--- src/rtl/hpse_pkg.sv ---
`timescale 1ns / 1ps
// ----------------------------------------------------------------------------
// hpse_pkg
// shared types and constants of the hevc parameter set extractor
// ----------------------------------------------------------------------------
package hpse_pkg;

  // default capture memory depth in bytes
  localparam int CAPTURE_BYTES_DEF = 512;

  // fixed field widths
  localparam int ADDR_W    = 9;
  localparam int OFF_W     = 9;
  localparam int LEN_OUT_W = 10;

  // nal unit types of interest
  localparam logic [5:0] TYPE_VPS = 6'd32;
  localparam logic [5:0] TYPE_SPS = 6'd33;
  localparam logic [5:0] TYPE_PPS = 6'd34;

  // input command codes
  localparam logic CMD_PUSH = 1'b0;
  localparam logic CMD_READ = 1'b1;

  // result kinds
  localparam logic KIND_SUMMARY = 1'b0;
  localparam logic KIND_READ    = 1'b1;

  // summary status codes
  localparam logic [1:0] STAT_COMPLETE   = 2'd0;
  localparam logic [1:0] STAT_INCOMPLETE = 2'd1;
  localparam logic [1:0] STAT_OVERFLOW   = 2'd2;

  typedef enum logic [1:0] {
    PH_SEEK    = 2'd0,
    PH_PAYLOAD = 2'd1,
    PH_DONE    = 2'd2,
    PH_OVER    = 2'd3
  } phase_t;

  typedef struct packed {
    logic              command;
    logic [7:0]        data_byte;
    logic              last;
    logic [ADDR_W-1:0] read_address;
  } in_t;

  typedef struct packed {
    logic                 kind;
    logic [1:0]           status;
    logic [OFF_W-1:0]     vps_offset;
    logic [LEN_OUT_W-1:0] vps_length;
    logic [OFF_W-1:0]     sps_offset;
    logic [LEN_OUT_W-1:0] sps_length;
    logic [OFF_W-1:0]     pps_offset;
    logic [LEN_OUT_W-1:0] pps_length;
    logic [7:0]           read_data;
  } out_t;

  function automatic logic is_param_set(input logic [5:0] t);
    is_param_set = (t == TYPE_VPS) || (t == TYPE_SPS) || (t == TYPE_PPS);
  endfunction

endpackage

--- src/rtl/hevc_param_set_extractor.sv ---
`timescale 1ns / 1ps
// ----------------------------------------------------------------------------
// path: a summary or read beat passes stage one, then the output register, to out_valid
// throughput: one input beat per cycle while in_stall is low; pushes, reads and summaries all sustain it,
//   set by the single-port capture memory taking one write or one read per beat
// reset: parse state, fill offset and set table clear at once; capture memory
//   contents are not cleared and read undefined until written
// ----------------------------------------------------------------------------
// hevc_param_set_extractor
// splits an annex-b access unit into nal units and keeps the first vps, sps
// and pps in a capture memory; reports their place on the last byte
// ----------------------------------------------------------------------------
module hevc_param_set_extractor #(
  parameter int CAPTURE_BYTES = hpse_pkg::CAPTURE_BYTES_DEF
) (
  input  logic           clk,
  input  logic           rst_n,
  input  logic           in_valid,
  output logic           in_stall,
  input  hpse_pkg::in_t  in_data,
  output logic           out_valid,
  input  logic           out_stall,
  output hpse_pkg::out_t out_data
);
  import hpse_pkg::*;

  // memory index, unit byte count (saturates at depth + 4), fill offset
  localparam int AW      = $clog2(CAPTURE_BYTES);
  localparam int CW      = $clog2(CAPTURE_BYTES + 5);
  localparam int FW      = $clog2(CAPTURE_BYTES + 1);
  localparam int LW      = FW;
  localparam int RW      = ((AW > ADDR_W) ? AW : ADDR_W) + 1;
  localparam int CNT_CAP = CAPTURE_BYTES + 4;

  typedef struct packed {
    phase_t               ph;
    logic [1:0]           zrun;
    logic [5:0]           utype;
    logic [CW-1:0]        ucnt;
    logic                 capt;
    logic [FW-1:0]        fill;
    logic [2:0][OFF_W-1:0] offs;
    logic [2:0][LW-1:0]   lens;
  } pstate_t;

  localparam pstate_t PST_CLEAR = '{ph: PH_SEEK, default: '0};

  // start a new nal unit after a start code
  function automatic pstate_t open_unit(input pstate_t s);
    pstate_t r;
    r      = s;
    r.ph   = PH_PAYLOAD;
    r.zrun = '0;
    r.ucnt = '0;
    r.capt = 1'b0;
    return r;
  endfunction

  // end the open unit; keep it if it is a wanted set that fits
  function automatic pstate_t close_unit(input pstate_t s, input logic [CW-1:0] len);
    pstate_t     r;
    logic [1:0]  k;
    logic [CW:0] sum;
    r   = s;
    k   = s.utype[1:0];
    sum = (CW+1)'(s.fill) + (CW+1)'(len);
    if (s.capt && (len >= CW'(2)) && is_param_set(s.utype)) begin
      if (sum > (CW+1)'(CAPTURE_BYTES)) begin
        r.ph = PH_OVER;
      end else begin
        r.offs[k] = OFF_W'(s.fill);
        r.lens[k] = LW'(len);
        r.fill    = FW'(sum);
        if ((r.lens[0] != '0) && (r.lens[1] != '0) && (r.lens[2] != '0)) begin
          r.ph = PH_DONE;
        end else begin
          r = open_unit(r);
        end
      end
    end else begin
      r = open_unit(r);
    end
    return r;
  endfunction

  // handshake and stage signals
  logic    in_acc;
  logic    push_acc;
  logic    rd_acc;
  logic    s1_valid_r;
  logic    s1_valid_nxt;
  out_t    s1_data_r;
  out_t    s1_data_nxt;
  logic    s1_rd_r;
  logic    s1_rng_r;
  logic    s1_move;
  logic    out_valid_r;
  out_t    out_data_r;
  out_t    out_data_nxt;

  // parse state
  pstate_t pst_r;
  pstate_t pst_nxt;
  pstate_t pst_w;
  logic [CW:0] wsum;

  // capture memory
  logic [7:0]    cap_mem [CAPTURE_BYTES];
  logic          wr_en;
  logic [AW-1:0] wr_addr;
  logic [RW-1:0] rd_ext;
  logic          rd_rng;
  logic [AW-1:0] rd_idx;
  logic [7:0]    rdq_r;

  // stage one drains into the output register when that is free or taken
  assign s1_move  = s1_valid_r && (!out_valid_r || !out_stall);
  assign in_stall = s1_valid_r && out_valid_r && out_stall;
  assign in_acc   = in_valid && !in_stall;
  assign push_acc = in_acc && (in_data.command == CMD_PUSH);
  assign rd_acc   = in_acc && (in_data.command == CMD_READ);

  assign rd_ext = RW'(in_data.read_address);
  assign rd_rng = rd_ext < RW'(CAPTURE_BYTES);
  assign rd_idx = rd_rng ? rd_ext[AW-1:0] : '0;

  // byte parser: start code search, unit bookkeeping, speculative capture write
  always_comb begin
    pst_w       = pst_r;
    wr_en       = 1'b0;
    wr_addr     = '0;
    wsum        = '0;
    s1_data_nxt = '0;
    if (rd_acc) begin
      s1_data_nxt.kind = KIND_READ;
    end
    if (push_acc) begin
      if ((pst_w.ph == PH_SEEK) || (pst_w.ph == PH_PAYLOAD)) begin
        if ((in_data.data_byte == 8'd1) && (pst_w.zrun >= 2'd2)) begin
          // start code: up to three trailing zeros of the run belong to it
          if (pst_w.ph == PH_PAYLOAD) begin
            pst_w = close_unit(pst_w, pst_w.ucnt - CW'(pst_w.zrun));
          end else begin
            pst_w = open_unit(pst_w);
          end
        end else begin
          if (pst_w.ph == PH_PAYLOAD) begin
            if (pst_w.ucnt == '0) begin
              // nal header byte sets the type and whether to keep the unit
              pst_w.utype = in_data.data_byte[6:1];
              pst_w.capt  = is_param_set(in_data.data_byte[6:1]) &&
                            (pst_w.lens[in_data.data_byte[2:1]] == '0);
            end
            // zeros go in too; a start code later cuts them off by length
            wsum = (CW+1)'(pst_w.fill) + (CW+1)'(pst_w.ucnt);
            if (pst_w.capt && (wsum < (CW+1)'(CAPTURE_BYTES))) begin
              wr_en   = 1'b1;
              wr_addr = wsum[AW-1:0];
            end
            if (pst_w.ucnt < CW'(CNT_CAP)) begin
              pst_w.ucnt = pst_w.ucnt + CW'(1);
            end
          end
          if (in_data.data_byte == 8'd0) begin
            pst_w.zrun = (pst_w.zrun < 2'd3) ? pst_w.zrun + 2'd1 : 2'd3;
          end else begin
            pst_w.zrun = '0;
          end
        end
      end
      if (in_data.last) begin
        // end of access unit: close what is open, report, rearm
        if (pst_w.ph == PH_PAYLOAD) begin
          pst_w = close_unit(pst_w, pst_w.ucnt);
        end
        s1_data_nxt.kind = KIND_SUMMARY;
        unique case (pst_w.ph)
          PH_DONE: s1_data_nxt.status = STAT_COMPLETE;
          PH_OVER: s1_data_nxt.status = STAT_OVERFLOW;
          default: s1_data_nxt.status = STAT_INCOMPLETE;
        endcase
        s1_data_nxt.vps_offset = pst_w.offs[0];
        s1_data_nxt.vps_length = LEN_OUT_W'(pst_w.lens[0]);
        s1_data_nxt.sps_offset = pst_w.offs[1];
        s1_data_nxt.sps_length = LEN_OUT_W'(pst_w.lens[1]);
        s1_data_nxt.pps_offset = pst_w.offs[2];
        s1_data_nxt.pps_length = LEN_OUT_W'(pst_w.lens[2]);
        pst_w = PST_CLEAR;
      end
    end
    pst_nxt      = pst_w;
    s1_valid_nxt = (in_acc && ((in_data.command == CMD_READ) || in_data.last)) ||
                   (s1_valid_r && !s1_move);
  end

  always_ff @(posedge clk) begin
    if (!rst_n) begin
      pst_r <= PST_CLEAR;
    end else begin
      pst_r <= pst_nxt;
    end
  end

  // capture memory: at most one write per push beat or one read per read beat
  always_ff @(posedge clk) begin
    if (wr_en) begin
      cap_mem[wr_addr] <= in_data.data_byte;
    end
    if (rd_acc) begin
      rdq_r <= cap_mem[rd_idx];
    end
  end

  // stage one holds the result while the memory read completes
  always_ff @(posedge clk) begin
    if (!rst_n) begin
      s1_valid_r <= 1'b0;
    end else begin
      s1_valid_r <= s1_valid_nxt;
    end
  end

  always_ff @(posedge clk) begin
    if (in_acc) begin
      s1_data_r <= s1_data_nxt;
      s1_rd_r   <= (in_data.command == CMD_READ);
      s1_rng_r  <= rd_rng;
    end
  end

  // read data joins the stage one beat on its way out
  always_comb begin
    out_data_nxt           = s1_data_r;
    out_data_nxt.read_data = (s1_rd_r && s1_rng_r) ? rdq_r : 8'd0;
  end

  // output register
  always_ff @(posedge clk) begin
    if (!rst_n) begin
      out_valid_r <= 1'b0;
    end else if (s1_move) begin
      out_valid_r <= 1'b1;
    end else if (!out_stall) begin
      out_valid_r <= 1'b0;
    end
  end

  always_ff @(posedge clk) begin
    if (s1_move) begin
      out_data_r <= out_data_nxt;
    end
  end

  assign out_valid = out_valid_r;
  assign out_data  = out_data_r;

endmodule

--- config.mk ---
export PLATFORM = sky130hd
export DESIGN_NAME = hevc_param_set_extractor
export DESIGN_NICKNAME = d
export VERILOG_FILES = /design/src/rtl/hpse_pkg.sv /design/src/rtl/hevc_param_set_extractor.sv
export SDC_FILE = /design/constraint.sdc
export NUM_CORES = 2
export LEC_CHECK = 0
export BUFFER_PORTS_ARGS = -buffer_cell sky130_fd_sc_hd__buf_4
export CORE_MARGIN = 2
export CORE_UTILIZATION = 57
export CTS_CLUSTER_DIAMETER = 40
export DETAILED_ROUTE_END_ITERATION = 16
export HOLD_SLACK_MARGIN = 0.05
export PLACE_DENSITY_LB_ADDON = 0.25
export SLEW_MARGIN = 20
export SYNTH_ARGS = -nofsm -noshare
export SYNTH_HDL_FRONTEND = slang
export SYNTH_SLANG_ARGS = --single-unit
--- constraint.sdc ---
create_clock -name clk -period 7.89 [get_ports clk]
set_input_delay 1.578 -clock clk [delete_from_list [all_inputs] [get_ports clk]]
set_output_delay 1.578 -clock clk [all_outputs]
set_load 0.01 [all_outputs]
### After elaboration in Yosys (flattened, before gate mapping)

Memories as Yosys holds them, arrays and structs flattened. A register that Yosys moved wholly into a read port is not among the register bits.
Cells that the tools add are included.

* register bits after elaboration: 220
* RAM bits: 4096
* bits of input ports: 23
* output and inout port bits: 70
* memories: 1

* add/sub/neg operators: 6
* $lt $le $gt $ge: 14
* eq/ne operators: 15
* multiplexer cells: 63
* bitwise gates (word level): 1
* reductions and logical operators: 47

Memories
* cap_mem: words 512, width 8, read ports 1, clocked after memory_dff 1, write ports 1, line hevc_param_set_extractor.sv:108 `logic [7:0] cap_mem [CAPTURE_BYTES];`

Operators by type and width (count)
* $mux 88: 9
* $mux 86: 4
* $mux 60: 2
* $mux 9: 8
* $mux 67: 1
* $bwmux 30: 2
* $reduce_bool 10->1: 6
* $bwmux 27: 2
* $eq 6x6->1 const B: 9
* $demux 10 s2: 2
* $mux 10: 4
* $demux 9 s2: 2
* $add 10x10->11: 3
* $gt 11x10->1 const B: 2
* $logic_and 1x1->1: 22
* $bmux 10 s2: 1
* $ge 10x2->1 const B: 2
* $logic_not 10->1: 2
* $mux 19: 1
* $mux 17: 1
* $mux 1: 15
* $mux 2: 7
* $lt 11x10->1 const B: 1
* $add 10x1->10 const B: 1
* 20 further kinds: 37

### Longest topological paths before layout

* depth in word-level cells: 33
* gate-level depth with buffers: 33
* mapped depth without buffers: 30

### Least setup slack after synthesis

OpenSTA, ideal clock, no wires.

* kind: reg2reg
* from: register pst_r[68] (netlist bit)
* to: register s1_data_r (netlist bit out_data_nxt[49]) (data pin)
* library setup time: 0.262 ns
* arrival: 7.260 ns
* data required time: 7.628 ns
* path slack: 0.368 ns
* cell stages (with the launch flop): 31
* cell sequence: dfxtp_1 inv_1 ha_1 nor2b_1 nor4_1 or2_2 clkbuf_1 ha_1 nor2_1 a211oi_1 or4b_1 and3_1 o41a_1 clkbuf_1 nor2_1 mux2_2 ha_1 inv_1 fa_1 nand2b_1 a21oi_1 o21ai_0 a21oi_1 xnor2_1 a32o_1 nand3_1 a2111oi_4 nand2_1 or4b_1 buf_6 mux2_1

* longest elaborated chain between the ends: 20
* elaborated cells on any way between the ends: 57
* those cells by class: add/sub (4); order compare (7); eq/ne (4); mux (29); reduce/logical (13)

Ends and longest elaborated chain
* from (decl): line hevc_param_set_extractor.sv:102 `pstate_t pst_r;`
* from (signal assigned): line hevc_param_set_extractor.sv:200 `pst_r <= pst_nxt;`
* $sub 10x2->10: line hevc_param_set_extractor.sv:142 `pst_w = close_unit(pst_w, pst_w.ucnt - CW'(pst_w.zrun));`
* $add 10x10->11 or $ge 10x2->1 (tied branches): line hevc_param_set_extractor.sv:66, hevc_param_set_extractor.sv:67
* $gt 11x10->1 or $logic_and 1x1->1 (tied branches): line hevc_param_set_extractor.sv:68, hevc_param_set_extractor.sv:67
* $mux 86 or $logic_and 1x1->1 (tied branches): line hevc_param_set_extractor.sv:68, hevc_param_set_extractor.sv:67
* $mux 88: line hevc_param_set_extractor.sv:67 `if (s.capt && (len >= CW'(2)) && is_param_set(s.utype)) begin`
* $mux 88: line hevc_param_set_extractor.sv:141 `if (pst_w.ph == PH_PAYLOAD) begin`
* $mux 19: line hevc_param_set_extractor.sv:139 `if ((in_data.data_byte == 8'd1) && (pst_w.zrun >= 2'd2)) begin`
* $mux 88 *: line hevc_param_set_extractor.sv:138 `if ((pst_w.ph == PH_SEEK) || (pst_w.ph == PH_PAYLOAD)) begin`
* $mux 88 *: line hevc_param_set_extractor.sv:137 `if (push_acc) begin`
* parallel branches: the longest is 8 deep, another holds $add 10x10->11
* $mux 88 *: line hevc_param_set_extractor.sv:173 `if (pst_w.ph == PH_PAYLOAD) begin`
* $mux 88 *: line hevc_param_set_extractor.sv:171 `if (in_data.last) begin`
* $mux 88 *: line hevc_param_set_extractor.sv:137
* to (signal assigned): line hevc_param_set_extractor.sv:225 `s1_data_r <= s1_data_nxt;`
* to (decl): line hevc_param_set_extractor.sv:92 `out_t s1_data_r;`

Every way passes the cells marked *. The select of a mux whose other input is x is not followed.
A chain may end at the register's enable or synchronous reset.

### Worst setup path after layout

* from: register pst_r[85] (netlist bit)
* to: register s1_data_r (netlist bit out_data_nxt[32]) (data pin)

The elaborated chain is that of the path after synthesis.

==> impl_metrics.ini <==
[synth]
ys.flop_type = edfxtp_1
synth-async-reset-ratio_pct = 0
synth-seq-cells = 4323
ys_top_cells_by_area = edfxtp_1, mux4_2, nor2_1, dfxtp_1, clkbuf_1
synth_area_mm2 = 0.1693
netlist.area_leader.share_pct = 75.08
syn-num-nets = 7582
synthesis.instances = 7521
post_synth.cell_area_avg_um2 = 22.51
ys_seq_area_share_pct = 76.14
yosys_warnings = 0
synth_top_cell_by_area = edfxtp_1
post_synth_num_cell_types = 86
post_synth_edffs = 4233

[routing]
detail_route.drc_violations = 0
detail_route.iter0.violations = 11439
wl_per_cell_um = 33.23
1st_pass_router_iterations = 7
antenna_left = 0
via_count = 81567
routed_wirelength_um = 408300
viasPerCell = 6.638

[power_and_ir_drop]
powerDensity_mw_per_mm2 = 267.3
p_leak_nw = 60.70
worst_ir_drop_vdd_v = 0.0002192
total_power_mw = 51.73

[clock_network]
number_of_sinks_handled_by_clock_tree_synthesis = 4323
tritoncts_clock_tree = done
clk_path_buf_depth = 4
path_clk_slew_ns = 0.06
htree_levels = 6
tritoncts.num_buffers = 520
worstSkewPairLatency_ns = 1.03
clock-root-buffer = clkbuf_16

[run_status]
outcome = finished clean

[die]
core_mm2 = 0.2963
rows = 200
die_area_mm2 = 0.3014
ioPinCount = 93
initial_cell_density_of_the_core_pct = 57.14
die_h_um = 549
die_w_um = 549

[critical_path]
startpoint_type = flip-flop
cpLargestDelayFamily = compound AO/OA/AOI/OAI gates
critical_path_class = flip-flop to flip-flop
critical_path_buf_inv_count = 5
slowest_delay_ns = 0.53
critPathRequiredTime_ns = 8.62
worstSetupEndpointType = flip-flop
setup.worst_path.start = pst_r[85]$_SDFFE_PN0P_
cp_max_fo = 17
critical_path_arrival_ns = 8.30
r2r_start = pst_r[85]$_SDFFE_PN0P_
slowest_stage = o41a_1

[finish]
finalNetCount = 7977
drive_above_1_share_pct = 31.37
leading_cell_types_in_the_layout_fill_and_taps_excluded = edfxtp_1, mux4_2, nor2_1
layout.cells.most_common = edfxtp_1
areaGrowthSynthToFinish_pct = 14.30

[global_routing]
globalRouteTotalUtil_pct = 27.25
grt_max_degree = 186
antenna_found_initial = 24
grt_pass1_vias = 82379
grt_pass1_wl_um = 592000
global_route.overflow_total = 0

[timing]
rsz0062_at_grt = no
max_slew.worst_pin.slew_ns = 1.200
layout_worst_path_cycle_share_pct = 95.94
finClkSkew_ns = 0.04180
maxSlewViolCount = 0
worst_slew_margin_pct = 19.99
setup_viol = 0
period_minus_slack_ns = 7.570
final_hold_viol_count = 0
achievable-frequency_mhz = 132.1
final.setup.tns_ns = 0

[place]
dp_hpwl_um = 242300
io_buffer_count = 92
finalWeightedCongestion = 0.9381

[hold_path]
worst_hold_path_type = flip-flop to flip-flop
worstHoldStart = out_data_nxt[52]$_SDFFCE_PN0P_

[run]
max-cap-violations = 0
[routing by layer]
metal	wire, um	global-route usage [%]	vias up
li1	-	-	32684
met1	158000	39.63	43602
met2	199400	43.13	4630
met3	39990	5.277	645
met4	10830	7.292	6
met5	41	0	-
[state kept, by name, summed over array words and instances (netlist names)]
register,cells
s1_rd_r,1
out_data,68
rdq_r,8
out_data_nxt,60
out_valid,1
cap_mem,4096
s1_valid_r,1
pst_r,88
[final timing paths]
check	to	cells after the start	slack, ns
worst max register to register	out_data_nxt[32]$_SDFFCE_PN0P_	30	0.32
worst min register to register	out_data[52]$_DFFE_PP_	0	0.42
worst min-delay path	out_data[52]$_DFFE_PP_	0	0.42
worst max-delay path	out_data_nxt[32]$_SDFFCE_PN0P_	30	0.32
[power breakdown]
part,total [mW],internal [mW],switching [mW]
Combinational,2.18,0.874,1.31
Clock,24.3,14.6,9.73
Sequential,25.3,25.2,0.0139
Total,51.7,40.7,11.1
[cells in the mapped netlist, drive strengths merged, types with 3 or more instances]
cell type  number
nand4           5
or4             3
nor4           11
or3             9
xnor2          24
nand2         148
nor2          567
ha             34
mux2           62
o31ai          10
nor3           24
o22ai           4
o41ai           5
nand2b          8
edfxtp       4233
o21ai          29
a21o            6
o2111ai         4
xor2            7
o211ai          9
a21oi          30
nor2b          91
nand3          24
buf           114
a211oi          4
a21boi          5
dfxtp          90
mux2i          62
inv            25
or2             6
clkbuf        336
and3           13
o21bai          5
a22o            3
mux4         1360
a211o           3
a2111oi         3
a22oi          83
o21a            5
o31a            3
fa              4
and2           19
[through the flow]
stage          util (%)  instances  hold slack [ns]  worst slack, ns  cell area (um^2)
5_1_grt           65.30      12274           0.4202         0.002828            193500
3_3_place_gp      59.32      11332           0.4043           0.2984            175700
6_report          65.31      12287           0.4154           0.3203            193500
2_1_floorplan         -       7521           0.4003           0.3678            169300
4_1_cts           65.29      12272           0.4164           0.2140            193400
3_5_place_dp      59.32      11332           0.4045           0.3042            175800
[cell type report]
type | instances | area [um^2]
clock buffers | 596 | 13430
repair buffers | 323 | 3060
multi-input cells | 2723 | 38790
clock inverters | 344 | 4257
flip-flops and latches | 4323 | 128900
inverters | 25 | 93.84
diodes | 14 | 35.03
well taps | 3939 | 4928
fillers | 18517 | 102800
[kinds of logic (layout without fill, tap and decap cells)]
logic type,after synthesis,count (layout),synth area share (%)
xor gates and xnor gates,31,31,0.1692
DFF,4323,4323,76.14
and+or+nand+nor,942,942,2.442
other,0,14,0
muxes,1484,1484,18.87
adders and majority gates,38,38,0.2986
AOI/OAI and AO/OA,228,228,0.9837
buffers and inverters,475,1288,1.093
[timing repair]
action                     in CTS  in global routing
setup buffers                   0                  1
gates resized for setup         0                  7
hold buffers                    0                  0
setup endpoints to repair       0                 57
hold endpoints to repair        0                  0
(Power assumes the default switching activity.)
